File: src/rtl/kwlex_pkg.sv
// ----------------------------------------------------------------------------
// kwlex_pkg
// Shared types, token codes and keyword tables of the keyword token lexer.
// ----------------------------------------------------------------------------
package kwlex_pkg;

    // Kept-length limits and offset counter width
    localparam int IDENT_KEEP  = 127;
    localparam int NUMBER_KEEP = 63;
    localparam int OFFSET_BITS = 32;

    // Field widths
    localparam int KIND_W   = 5;
    localparam int START_W  = 32;
    localparam int LENGTH_W = 7;

    // Result queue geometry
    localparam int Q_DEPTH = 4;
    localparam int Q_PTR_W = $clog2(Q_DEPTH);
    localparam int Q_CNT_W = $clog2(Q_DEPTH + 1);

    // Lexer modes
    localparam logic [1:0] MODE_IDLE    = 2'd0;
    localparam logic [1:0] MODE_COMMENT = 2'd1;
    localparam logic [1:0] MODE_IDENT   = 2'd2;
    localparam logic [1:0] MODE_NUMBER  = 2'd3;

    // Token kinds
    localparam logic [KIND_W-1:0] KIND_EOF     = 5'd0;
    localparam logic [KIND_W-1:0] KIND_LBRACE  = 5'd1;
    localparam logic [KIND_W-1:0] KIND_RBRACE  = 5'd2;
    localparam logic [KIND_W-1:0] KIND_LPAREN  = 5'd3;
    localparam logic [KIND_W-1:0] KIND_RPAREN  = 5'd4;
    localparam logic [KIND_W-1:0] KIND_COMMA   = 5'd5;
    localparam logic [KIND_W-1:0] KIND_EQUALS  = 5'd6;
    localparam logic [KIND_W-1:0] KIND_COLON   = 5'd7;
    localparam logic [KIND_W-1:0] KIND_KW_BASE = 5'd8;
    localparam logic [KIND_W-1:0] KIND_IDENT   = 5'd16;
    localparam logic [KIND_W-1:0] KIND_NUMBER  = 5'd17;
    localparam logic [KIND_W-1:0] KIND_UNKNOWN = 5'd18;

    // Request types
    localparam logic REQ_CHAR = 1'b0;
    localparam logic REQ_EOF  = 1'b1;

    // Character codes
    localparam logic [7:0] CH_LF      = 8'h0A;
    localparam logic [7:0] CH_TAB     = 8'h09;
    localparam logic [7:0] CH_CR      = 8'h0D;
    localparam logic [7:0] CH_SPACE   = 8'h20;
    localparam logic [7:0] CH_HASH    = 8'h23;
    localparam logic [7:0] CH_LPAREN  = 8'h28;
    localparam logic [7:0] CH_RPAREN  = 8'h29;
    localparam logic [7:0] CH_COMMA   = 8'h2C;
    localparam logic [7:0] CH_COLON   = 8'h3A;
    localparam logic [7:0] CH_EQUALS  = 8'h3D;
    localparam logic [7:0] CH_UNDER   = 8'h5F;
    localparam logic [7:0] CH_LBRACE  = 8'h7B;
    localparam logic [7:0] CH_RBRACE  = 8'h7D;

    // Keyword table: text left-aligned, first character in the top byte
    localparam int KW_COUNT = 8;
    localparam int KW_CHARS = 9;
    localparam logic [KW_CHARS*8-1:0] KW_TEXT [KW_COUNT] = '{
        {"network",   16'h0},
        {"input",     32'h0},
        {"conv2d",    24'h0},
        {"maxpool2d"},
        {"flatten",   16'h0},
        {"dense",     32'h0},
        {"output",    24'h0},
        {"train",     32'h0}
    };
    localparam logic [3:0] KW_LEN [KW_COUNT] = '{
        4'd7, 4'd5, 4'd6, 4'd9, 4'd7, 4'd5, 4'd6, 4'd5
    };

    // One result beat
    typedef struct packed {
        logic [KIND_W-1:0]   kind;
        logic [START_W-1:0]  start;
        logic [LENGTH_W-1:0] length;
        logic                truncated;
        logic                last;
    } token_t;

    // Results caused by one input beat
    typedef struct packed {
        logic [1:0] count;
        token_t     first;
        token_t     second;
    } step_out_t;

    function automatic logic is_space(input logic [7:0] c);
        return (c == CH_SPACE) || ((c >= CH_TAB) && (c <= CH_CR));
    endfunction

    function automatic logic is_digit(input logic [7:0] c);
        return (c >= 8'h30) && (c <= 8'h39);
    endfunction

    function automatic logic is_alpha(input logic [7:0] c);
        return ((c >= 8'h61) && (c <= 8'h7A)) || ((c >= 8'h41) && (c <= 8'h5A));
    endfunction

    // Character of keyword k at position p, zero past the table width
    function automatic logic [7:0] kw_char(input int k, input logic [LENGTH_W-1:0] p);
        logic [7:0] ch;
        ch = 8'h00;
        if (int'(p) < KW_CHARS)
        begin
            ch = KW_TEXT[k][(KW_CHARS - 1 - int'(p)) * 8 +: 8];
        end
        return ch;
    endfunction

    // Drop keyword candidates that do not match c at position pos
    function automatic logic [KW_COUNT-1:0] narrow_candidates(
        input logic [KW_COUNT-1:0] cand,
        input logic [LENGTH_W-1:0] pos,
        input logic [7:0]          c
    );
        logic [KW_COUNT-1:0] res;
        res = '0;
        for (int k = 0; k < KW_COUNT; k++)
        begin
            res[k] = cand[k] && (pos < LENGTH_W'(KW_LEN[k])) && (kw_char(k, pos) == c);
        end
        return res;
    endfunction

endpackage

File: src/rtl/kwlex_core.sv
// ----------------------------------------------------------------------------
// kwlex_core
// Lexer state and the per-beat step: turns one registered input beat into
// zero, one or two tokens and updates the scanning state.
// ----------------------------------------------------------------------------
module kwlex_core
(
    input  logic                clk,
    input  logic                rst_n,
    input  logic                fire,
    input  logic                req_type,
    input  logic [7:0]          in_char,
    output kwlex_pkg::step_out_t step
);

    logic [1:0]                              mode_reg, mode_next;
    logic [kwlex_pkg::LENGTH_W-1:0]          kept_reg, kept_next;
    logic [kwlex_pkg::OFFSET_BITS-1:0]       origin_reg, origin_next;
    logic [kwlex_pkg::OFFSET_BITS-1:0]       pos_reg, pos_next;
    logic [kwlex_pkg::KW_COUNT-1:0]          cand_reg, cand_next;
    logic                                    ovf_reg, ovf_next;

    kwlex_pkg::token_t                       tok_flush, tok_new;
    logic                                    has_flush, has_new;
    logic                                    relex;
    logic                                    word_char;
    logic [kwlex_pkg::KIND_W-1:0]            pend_kind;
    logic [kwlex_pkg::KIND_W-1:0]            single_kind;

    // Classify the pending token: keyword when a candidate matches the kept length
    always_comb
    begin
        pend_kind = (mode_reg == kwlex_pkg::MODE_NUMBER) ? kwlex_pkg::KIND_NUMBER
                                                         : kwlex_pkg::KIND_IDENT;
        if (mode_reg == kwlex_pkg::MODE_IDENT)
        begin
            for (int k = 0; k < kwlex_pkg::KW_COUNT; k++)
            begin
                if (cand_reg[k] && (kwlex_pkg::LENGTH_W'(kwlex_pkg::KW_LEN[k]) == kept_reg))
                begin
                    pend_kind = kwlex_pkg::KIND_KW_BASE + kwlex_pkg::KIND_W'(k);
                end
            end
        end
    end

    // Map a punctuation byte to its token kind
    always_comb
    begin
        unique case (in_char)
            kwlex_pkg::CH_LBRACE: single_kind = kwlex_pkg::KIND_LBRACE;
            kwlex_pkg::CH_RBRACE: single_kind = kwlex_pkg::KIND_RBRACE;
            kwlex_pkg::CH_LPAREN: single_kind = kwlex_pkg::KIND_LPAREN;
            kwlex_pkg::CH_RPAREN: single_kind = kwlex_pkg::KIND_RPAREN;
            kwlex_pkg::CH_COMMA:  single_kind = kwlex_pkg::KIND_COMMA;
            kwlex_pkg::CH_EQUALS: single_kind = kwlex_pkg::KIND_EQUALS;
            kwlex_pkg::CH_COLON:  single_kind = kwlex_pkg::KIND_COLON;
            default:              single_kind = kwlex_pkg::KIND_UNKNOWN;
        endcase
    end

    assign word_char = kwlex_pkg::is_alpha(in_char) || kwlex_pkg::is_digit(in_char)
                       || (in_char == kwlex_pkg::CH_UNDER);

    // Step the scanner by one beat
    always_comb
    begin
        mode_next   = mode_reg;
        kept_next   = kept_reg;
        origin_next = origin_reg;
        pos_next    = pos_reg;
        cand_next   = cand_reg;
        ovf_next    = ovf_reg;
        has_flush   = 1'b0;
        has_new     = 1'b0;
        relex       = 1'b0;

        tok_flush.kind      = pend_kind;
        tok_flush.start     = kwlex_pkg::START_W'(origin_reg);
        tok_flush.length    = kept_reg;
        tok_flush.truncated = ovf_reg;
        tok_flush.last      = 1'b0;

        tok_new.kind        = single_kind;
        tok_new.start       = kwlex_pkg::START_W'(pos_reg);
        tok_new.length      = kwlex_pkg::LENGTH_W'(1);
        tok_new.truncated   = 1'b0;
        tok_new.last        = 1'b0;

        if (req_type == kwlex_pkg::REQ_EOF)
        begin
            // Flush the pending token, emit eof, return to reset state
            has_flush   = (mode_reg == kwlex_pkg::MODE_IDENT)
                          || (mode_reg == kwlex_pkg::MODE_NUMBER);
            has_new     = 1'b1;
            tok_new.kind   = kwlex_pkg::KIND_EOF;
            tok_new.length = '0;
            mode_next   = kwlex_pkg::MODE_IDLE;
            kept_next   = '0;
            origin_next = '0;
            pos_next    = '0;
            cand_next   = '1;
            ovf_next    = 1'b0;
        end
        else
        begin
            pos_next = pos_reg + kwlex_pkg::OFFSET_BITS'(1);
            unique case (mode_reg)
                kwlex_pkg::MODE_COMMENT:
                begin
                    if (in_char == kwlex_pkg::CH_LF)
                    begin
                        mode_next = kwlex_pkg::MODE_IDLE;
                    end
                end
                kwlex_pkg::MODE_IDENT:
                begin
                    if (word_char)
                    begin
                        if (kept_reg < kwlex_pkg::LENGTH_W'(kwlex_pkg::IDENT_KEEP))
                        begin
                            cand_next = kwlex_pkg::narrow_candidates(cand_reg, kept_reg, in_char);
                            kept_next = kept_reg + kwlex_pkg::LENGTH_W'(1);
                        end
                        else
                        begin
                            ovf_next = 1'b1;
                        end
                    end
                    else
                    begin
                        has_flush = 1'b1;
                        mode_next = kwlex_pkg::MODE_IDLE;
                        relex     = 1'b1;
                    end
                end
                kwlex_pkg::MODE_NUMBER:
                begin
                    if (kwlex_pkg::is_digit(in_char))
                    begin
                        if (kept_reg < kwlex_pkg::LENGTH_W'(kwlex_pkg::NUMBER_KEEP))
                        begin
                            kept_next = kept_reg + kwlex_pkg::LENGTH_W'(1);
                        end
                        else
                        begin
                            ovf_next = 1'b1;
                        end
                    end
                    else
                    begin
                        has_flush = 1'b1;
                        mode_next = kwlex_pkg::MODE_IDLE;
                        relex     = 1'b1;
                    end
                end
                default:
                begin
                    relex = 1'b1;
                end
            endcase

            // Lex the byte afresh from idle
            if (relex)
            begin
                priority if (kwlex_pkg::is_space(in_char))
                begin
                    mode_next = kwlex_pkg::MODE_IDLE;
                end
                else if (in_char == kwlex_pkg::CH_HASH)
                begin
                    mode_next = kwlex_pkg::MODE_COMMENT;
                end
                else if (kwlex_pkg::is_alpha(in_char))
                begin
                    mode_next   = kwlex_pkg::MODE_IDENT;
                    origin_next = pos_reg;
                    kept_next   = kwlex_pkg::LENGTH_W'(1);
                    ovf_next    = 1'b0;
                    cand_next   = kwlex_pkg::narrow_candidates('1, '0, in_char);
                end
                else if (kwlex_pkg::is_digit(in_char))
                begin
                    mode_next   = kwlex_pkg::MODE_NUMBER;
                    origin_next = pos_reg;
                    kept_next   = kwlex_pkg::LENGTH_W'(1);
                    ovf_next    = 1'b0;
                    cand_next   = '1;
                end
                else
                begin
                    mode_next = kwlex_pkg::MODE_IDLE;
                    has_new   = 1'b1;
                end
            end
        end
    end

    // Pack the results in order and mark the final one
    always_comb
    begin
        step.count  = {1'b0, has_flush} + {1'b0, has_new};
        step.first  = has_flush ? tok_flush : tok_new;
        step.second = tok_new;
        if (has_flush && has_new)
        begin
            step.second.last = 1'b1;
        end
        else
        begin
            step.first.last = 1'b1;
        end
    end

    // Hold state until a beat is stepped
    always_ff @(posedge clk or negedge rst_n)
    begin
        if (!rst_n)
        begin
            mode_reg   <= kwlex_pkg::MODE_IDLE;
            kept_reg   <= '0;
            origin_reg <= '0;
            pos_reg    <= '0;
            cand_reg   <= '1;
            ovf_reg    <= 1'b0;
        end
        else if (fire)
        begin
            mode_reg   <= mode_next;
            kept_reg   <= kept_next;
            origin_reg <= origin_next;
            pos_reg    <= pos_next;
            cand_reg   <= cand_next;
            ovf_reg    <= ovf_next;
        end
    end

endmodule

File: src/rtl/keyword_token_lexer_top.sv
// ----------------------------------------------------------------------------
// keyword_token_lexer_top
// Streaming lexer with incremental keyword match, one byte per beat.
// ----------------------------------------------------------------------------
// The lexer takes one byte beat per clock cycle while the result queue can
// take two tokens: a beat is captured in an input register, stepped through
// the scanner once the queue can take two tokens, and its tokens land in a
// four-entry result queue that drives the output port. Two tokens
// come from one beat only when punctuation, an unknown byte or end of input
// ends a pending identifier or number, and such a beat always follows a word
// byte that gives no token. With the output always ready, at most two tokens
// wait and the input sustains one beat per cycle. Under output back-pressure
// the input stalls whenever more than two tokens are waiting.
// ----------------------------------------------------------------------------
module keyword_token_lexer_top
(
    input  logic        clk,
    input  logic        rst_n,
    input  logic        s_axis_tvalid,
    output logic        s_axis_tready,
    input  logic [7:0]  s_axis_tdata,   // [7:0] in_char
    input  logic        s_axis_tuser,   // [0] req_type
    output logic        m_axis_tvalid,
    input  logic        m_axis_tready,
    output logic [39:0] m_axis_tdata,   // [31:0] token_start, [38:32] token_length,
                                        // [39] truncated
    output logic [4:0]  m_axis_tuser,   // [4:0] token_kind
    output logic        m_axis_tlast    // last_of_run
);

    logic                               in_valid_reg, in_valid_next;
    logic                               in_type_reg;
    logic [7:0]                         in_char_reg;
    logic                               s_accept;
    logic                               fire;
    kwlex_pkg::step_out_t               step;

    kwlex_pkg::token_t                  queue_reg [kwlex_pkg::Q_DEPTH];
    logic [kwlex_pkg::Q_PTR_W-1:0]      wr_ptr_reg, wr_ptr_next;
    logic [kwlex_pkg::Q_PTR_W-1:0]      rd_ptr_reg, rd_ptr_next;
    logic [kwlex_pkg::Q_CNT_W-1:0]      count_reg, count_next;
    logic [kwlex_pkg::Q_PTR_W-1:0]      wr_ptr_plus1;
    logic                               pop;
    kwlex_pkg::token_t                  head;

    // Step a beat only when the queue can take two tokens
    assign fire          = in_valid_reg
                           && (count_reg <= kwlex_pkg::Q_CNT_W'(kwlex_pkg::Q_DEPTH - 2));
    assign s_axis_tready = !in_valid_reg || fire;
    assign s_accept      = s_axis_tvalid && s_axis_tready;

    always_comb
    begin
        in_valid_next = in_valid_reg;
        if (s_accept)
        begin
            in_valid_next = 1'b1;
        end
        else if (fire)
        begin
            in_valid_next = 1'b0;
        end
    end

    // Input register
    always_ff @(posedge clk or negedge rst_n)
    begin
        if (!rst_n)
        begin
            in_valid_reg <= 1'b0;
        end
        else
        begin
            in_valid_reg <= in_valid_next;
        end
    end

    always_ff @(posedge clk)
    begin
        if (s_accept)
        begin
            in_type_reg <= s_axis_tuser;
            in_char_reg <= s_axis_tdata;
        end
    end

    kwlex_core u_core
    (
        .clk      (clk),
        .rst_n    (rst_n),
        .fire     (fire),
        .req_type (in_type_reg),
        .in_char  (in_char_reg),
        .step     (step)
    );

    // Result queue pointers and fill count
    assign pop          = m_axis_tvalid && m_axis_tready;
    assign wr_ptr_plus1 = wr_ptr_reg + kwlex_pkg::Q_PTR_W'(1);

    always_comb
    begin
        wr_ptr_next = wr_ptr_reg;
        if (fire)
        begin
            wr_ptr_next = wr_ptr_reg + kwlex_pkg::Q_PTR_W'(step.count);
        end
        rd_ptr_next = pop ? rd_ptr_reg + kwlex_pkg::Q_PTR_W'(1) : rd_ptr_reg;
        count_next  = count_reg
                      + (fire ? kwlex_pkg::Q_CNT_W'(step.count) : kwlex_pkg::Q_CNT_W'(0))
                      - kwlex_pkg::Q_CNT_W'(pop);
    end

    always_ff @(posedge clk or negedge rst_n)
    begin
        if (!rst_n)
        begin
            wr_ptr_reg <= '0;
            rd_ptr_reg <= '0;
            count_reg  <= '0;
        end
        else
        begin
            wr_ptr_reg <= wr_ptr_next;
            rd_ptr_reg <= rd_ptr_next;
            count_reg  <= count_next;
        end
    end

    // Write up to two tokens per stepped beat
    always_ff @(posedge clk)
    begin
        if (fire && (step.count != 2'd0))
        begin
            queue_reg[wr_ptr_reg] <= step.first;
        end
        if (fire && (step.count == 2'd2))
        begin
            queue_reg[wr_ptr_plus1] <= step.second;
        end
    end

    // Drive the output beat from the queue head
    assign head          = queue_reg[rd_ptr_reg];
    assign m_axis_tvalid = (count_reg != '0);
    assign m_axis_tdata  = {head.truncated, head.length, head.start};
    assign m_axis_tuser  = head.kind;
    assign m_axis_tlast  = head.last;

endmodule

File: config.mk
export PLATFORM = sky130hd
export DESIGN_NAME = keyword_token_lexer_top
export DESIGN_NICKNAME = d
export VERILOG_FILES = /design/src/rtl/kwlex_pkg.sv /design/src/rtl/kwlex_core.sv /design/src/rtl/keyword_token_lexer_top.sv
export SDC_FILE = /design/constraint.sdc
export NUM_CORES = 1
export LEC_CHECK = 0
export BUFFER_PORTS_ARGS = -buffer_cell sky130_fd_sc_hd__clkbuf_2
export CAP_MARGIN = 10
export CORE_UTILIZATION = 55
export DETAILED_ROUTE_END_ITERATION = 7
export PLACE_DENSITY_LB_ADDON = 0.2
export SETUP_SLACK_MARGIN = 0.05
export SLEW_MARGIN = 25
export SYNTH_ARGS = -nofsm -noshare
export SYNTH_HDL_FRONTEND = slang
export SYNTH_SLANG_ARGS = --single-unit
File: constraint.sdc
create_clock -name clk -period 12.3 [get_ports clk]
set_input_delay 1.845 -clock clk [delete_from_list [all_inputs] [get_ports clk]]
set_output_delay 1.845 -clock clk [all_outputs]
set_load 0.1 [all_outputs]
# Word-level counts from Yosys, hierarchy flattened
# Memory sizes are Yosys's and may differ from the RTL's.
# Cells that the tools add are included.
# op_classes
n_addsub	9
magnitude_cmp	16
n_eq_ne	40
shifts	8
n_mux	162
n_reduce_logical	49
# ops
cell	count
$mux 8	89
$shiftx 72x32->8 const A	8
$mux 32	7
$eq 8x8->1	16
$mux 7	10
$eq 8x6->1 const B	7
$mux 5	10
$mux 46	1
$pmux 5 s7	1
$logic_and 1x1->1	34
$add 32x1->32 const B	1
$mux 1	29
$eq 8x7->1 const B	3
$eq 3x7->1 const A	3
$lt 7x3->1 const B	3
$mux 2	10
$ge 8x7->1 const B	2
$le 8x7->1 const B	2
$lt 7x4->1 const B	2
$pmux 7 s2	1
$reduce_and 5->1	2
$eq 8x4->1 const B	1
$ge 8x4->1 const B	1
$ge 8x6->1 const B	1
other kinds (26)	40
# totals
register_bits	99
ramBits	184
input_bits	13
output_inout_bits	48
elab_cells	297
mem_count	1
# memory_table
name	depth	width	read_ports	rd_clocked_by_memory_dff	write_ports	line	rtl
queue_reg	4	46	1	0	2	keyword_token_lexer_top.sv:38	kwlex_pkg::token_t queue_reg [kwlex_pkg::Q_DEPTH];

# Logic depth before layout (Yosys ltp)
# depth
ltp_word	19
depth_mapped	17
depth_no_buf	15

# Hierarchy
# From an unflattened synthesis, not the netlist that was laid out.
# hier_totals
hier_cells	1277
area_unflattened_um2	16159.2
# by_module_without_submodules
mod	instances	cells_each	area_each_um2	seq_area_each_um2
keyword_token_lexer_top	1	510	9943.3	5995.8
kwlex_core	1	767	6216.0	2062.0

# Worst setup path before layout
# OpenSTA, ideal clock, no wires.
# synth_timing
path_kind	reg-to-output
startpoint	reg rd_ptr_reg[0] in the netlist's numbering
endpoint	out m_axis_tdata[18]
arrival_ns	2.240
t_required_ns	10.455
slack_ns	8.215
path_stages_with_launch	4
path_cell_list	dfrtp_1 -> buf_1 -> buf_1 -> mux4_2
# synth_via
elab_chain_len	1
# synth_rtl
element	line	rtl
start, declared	keyword_token_lexer_top.sv:40	logic [kwlex_pkg::Q_PTR_W-1:0] rd_ptr_reg, rd_ptr_next;
start signal, assigned	keyword_token_lexer_top.sv:125	rd_ptr_reg <= rd_ptr_next;
$mem_v2 4x46	-	
end, declared	keyword_token_lexer_top.sv:25	output logic [39:0] m_axis_tdata,
# No other way between the ends.

==> metrics.yaml <==
min_path:
  hp-class: "register to register"
logic_synthesis:
  synth_fa_ha_area_share_pct: 1.15
  async_flop_share_pct: 31.8
  synth_area_leaders: "edfxtp_1 33%, dfrtp_1 14%, a22o_1 11%"
  synth_seq_cells: 283
  synth_area_per_cell_um2: 11.6
  yosys-mux-area-fraction_pct: 7.76
  synth-simple-area-share_pct: 11.3
  synth_cell_type_count: 77
  yosysSeqAreaShare_pct: 52.1
  synth_ff_type: "edfxtp_1"
  yosys.area.top_type_share_pct: 32.5
  synth_top_family_by_area: "compound AO/OA/AOI/OAI gates"
  synth_fp_nets: 1309
  yosys_warnings: 0
  yosysTopAreaCell: "edfxtp_1"
  synth_edf_count: 161
  syn_inst: 1283
  syn-cell-area_um2: 14900
  synth_xor_area_share_pct: 3.17
  synth_compound_area_share_pct: 20.2
sta:
  finClkSkew_ns: 0.0337
  hold_violations: 0
  rsz0062_at_grt: "false"
  final-setup-viol-count: 0
  period_share_pct: 43.0
  fmax_ghz: 0.189
  whs_ns: 0.468
  worst_slack_ns: 7.01
  fin_setup_tns_ns: 0
  period_minus_slack_ns: 5.29
  slew_viol_final: 0
  worst_pin_slew_ns: 0.923
  slew_headroom_pct: 38.3
floorplanning:
  die_h_um: 166
  boundaryPins: 61
  row_count: 59
  die_area_um2: 27700
  initial_utilization_pct: 56.5
  die_x_um: 166
  core-area_um2: 26300
global_route:
  grtUsageTotal_pct: 27.6
  grt-ovfl-total: 0
  grt_pass1_vias: 10500
  grt_pass1_wl_um: 60300
  antenna_found_initial: 1
  grt_max_degree: 51
cells_and_area:
  syn_to_final_growth_pct: 9.18
  final_common_cell: "a22o_1"
  fillers: 2095
  design.final.nets: 1295
  drive_gt1_share_pct: 16.3
  layout.cells.non_filler: 1627
  largest_register_ffs: 184
  mostFrequentLayoutCells: "193 x a22o_1, 161 x edfxtp_1, 83 x nor2_1, 80 x dfrtp_1, 73 x nand2_1"
  utilization_pct: 61.7
  fin_area_um2: 16200
routing:
  via_per_inst: 6.72
  routed.top_layer: "met4"
  wl_per_cell_um: 23.3
  ant_nets: 0
  dr_wl_met3_um: 2770
  route.met2.wl_um: 17700
  vias: 10900
  first_pass_iters: 7
  post-route-drc-count: 14
  wl_met1_um: 16600
  drt_iter0_drc: 1064
  wirelength_um: 38000
pwr:
  power.switching_mw: 2.08
  peakVddDrop_mv: 0.202
  pwr-share-comb_pct: 48.9
  powerDensity_nw_per_um2: 266
  p_int_mw: 2.23
  pwr-share-seq_pct: 31.5
  pwr-share-clk_pct: 19.6
  netSwitchingFraction_pct: 48.3
  finalPower_mw: 4.31
  p_leak_nw: 6.04
cts:
  tritoncts: "done"
  clk_pin_slew_ns: 0.06
  cts_buffer_depth: 3
  cts_hold_buf: 0
  clock_sinks: 283
  clk_latency_ns: 0.56
  cts-buffers-inserted: 28
  cts_resized: 0
  post_cts_buffers: 0
  ctsHtreeMaxLevel: 1
  cts_root_buffer: "clkbuf_16"
placed_design:
  placed_cell_area_um2: 15200
  dpl.hpwl_um: 24000
  gp_congestion: 0.959
  port_buffers: 60
  dp.cells: 1572
  pre_cts_slack_ns: 7.06
setup_path:
  critPathArrivalTime_ns: 5.48
  cp.required_ns: 12.49
  crit_fanout: 28
  path_class: "register to register"
  crit_path_end_kind: "register"
  start_kind: "register"
status:
  outcome: "finished, violations left"
  failed_checks: "design-rule violations"
run:
  maxCapViolations: 0
==> Yosys cell counts, types with 8 or more instances <==
cell      number
inv_1         22
buf_2         30
nand4_1       16
nor3_1        29
nor2_1        88
xor2_1        32
nand2_1       74
a31oi_1        9
dfxtp_1       32
a21oi_1       37
buf_1         14
nand3_1       25
edfxtp_1     161
o21ai_0       41
and3_1        13
xnor2_1       19
and2_1        10
nor2b_1       10
a22o_1       193
mux4_2        46
clkbuf_1      77
nor4_1        12
dfstp_2        8
dfrtp_1       82
a211oi_1      10
or3_1         11
o22ai_1       24
nand2b_1      17
ha_1          12
or2_2          9
==> power groups by stage <==
stage / clock (mW) / combinational [mW] / sequential [mW]
after CTS: 0.855 / 2.07 / 1.38
after detailed placement: 0 / 2.06 / 1.40
after global routing: 0.889 / 2.22 / 1.38
final: 0.847 / 2.11 / 1.36
after global placement: 0 / 2.05 / 1.39
after floorplan: 0 / 1.75 / 1.26
==> logic make-up after synthesis <==
family | after synthesis
simple gates | 336
mux | 57
buf+inv | 153
xor+xnor | 52
compound gates | 389
fa+ha+maj | 13
flops | 283
==> worst max-delay path: stages (launching register included) <==
cell and delay (ns):
edfxtp_1 0.73, nor3_1 0.60, a32oi_1 0.24, o211ai_1 0.39
a22o_1 0.47, inv_2 0.21, ha_1 0.31, or4_1 0.67
and2_1 0.35, inv_1 0.45, buf_4 0.48
==> layout make-up <==
cell class	count	area (um2)	area share, %
Antenna cell	1	2.50	0.0154
Inverter	25	93.8	0.579
Tap cell	335	419	2.58
Clock buffer	30	708	4.37
Sequential cell	283	7740	47.7
Timing Repair Buffer	84	515	3.18
Clock inverter	22	210	1.30
Multi-Input combinational cell	847	6530	40.2
==> final timing paths <==
kind	cells past startpoint	slack, ns	start	endpoint
worst max-delay path	10	7.01	in_char_reg[1]	queue_reg[0][9]
worst min-delay path	1	0.47	queue_reg[2][3]	queue_reg[2][3]
worst max register to register	10	7.01	in_char_reg[1]	queue_reg[0][9]
worst min register to register	1	0.47	queue_reg[2][3]	queue_reg[2][3]
max in group asynchronous	2	9.92	rst_n	u_core.pos_reg[6]
min in group asynchronous	1	1.28	rst_n	u_core.mode_reg[0]
==> metal layers <==
metal	track usage, %	vias up
li1	-	4963
met1	39.5	5437
met2	44.2	459
met3	3.88	67
met4	7.61	0
met5	0	-
Note: power is estimated with default switching activity, not from simulation.
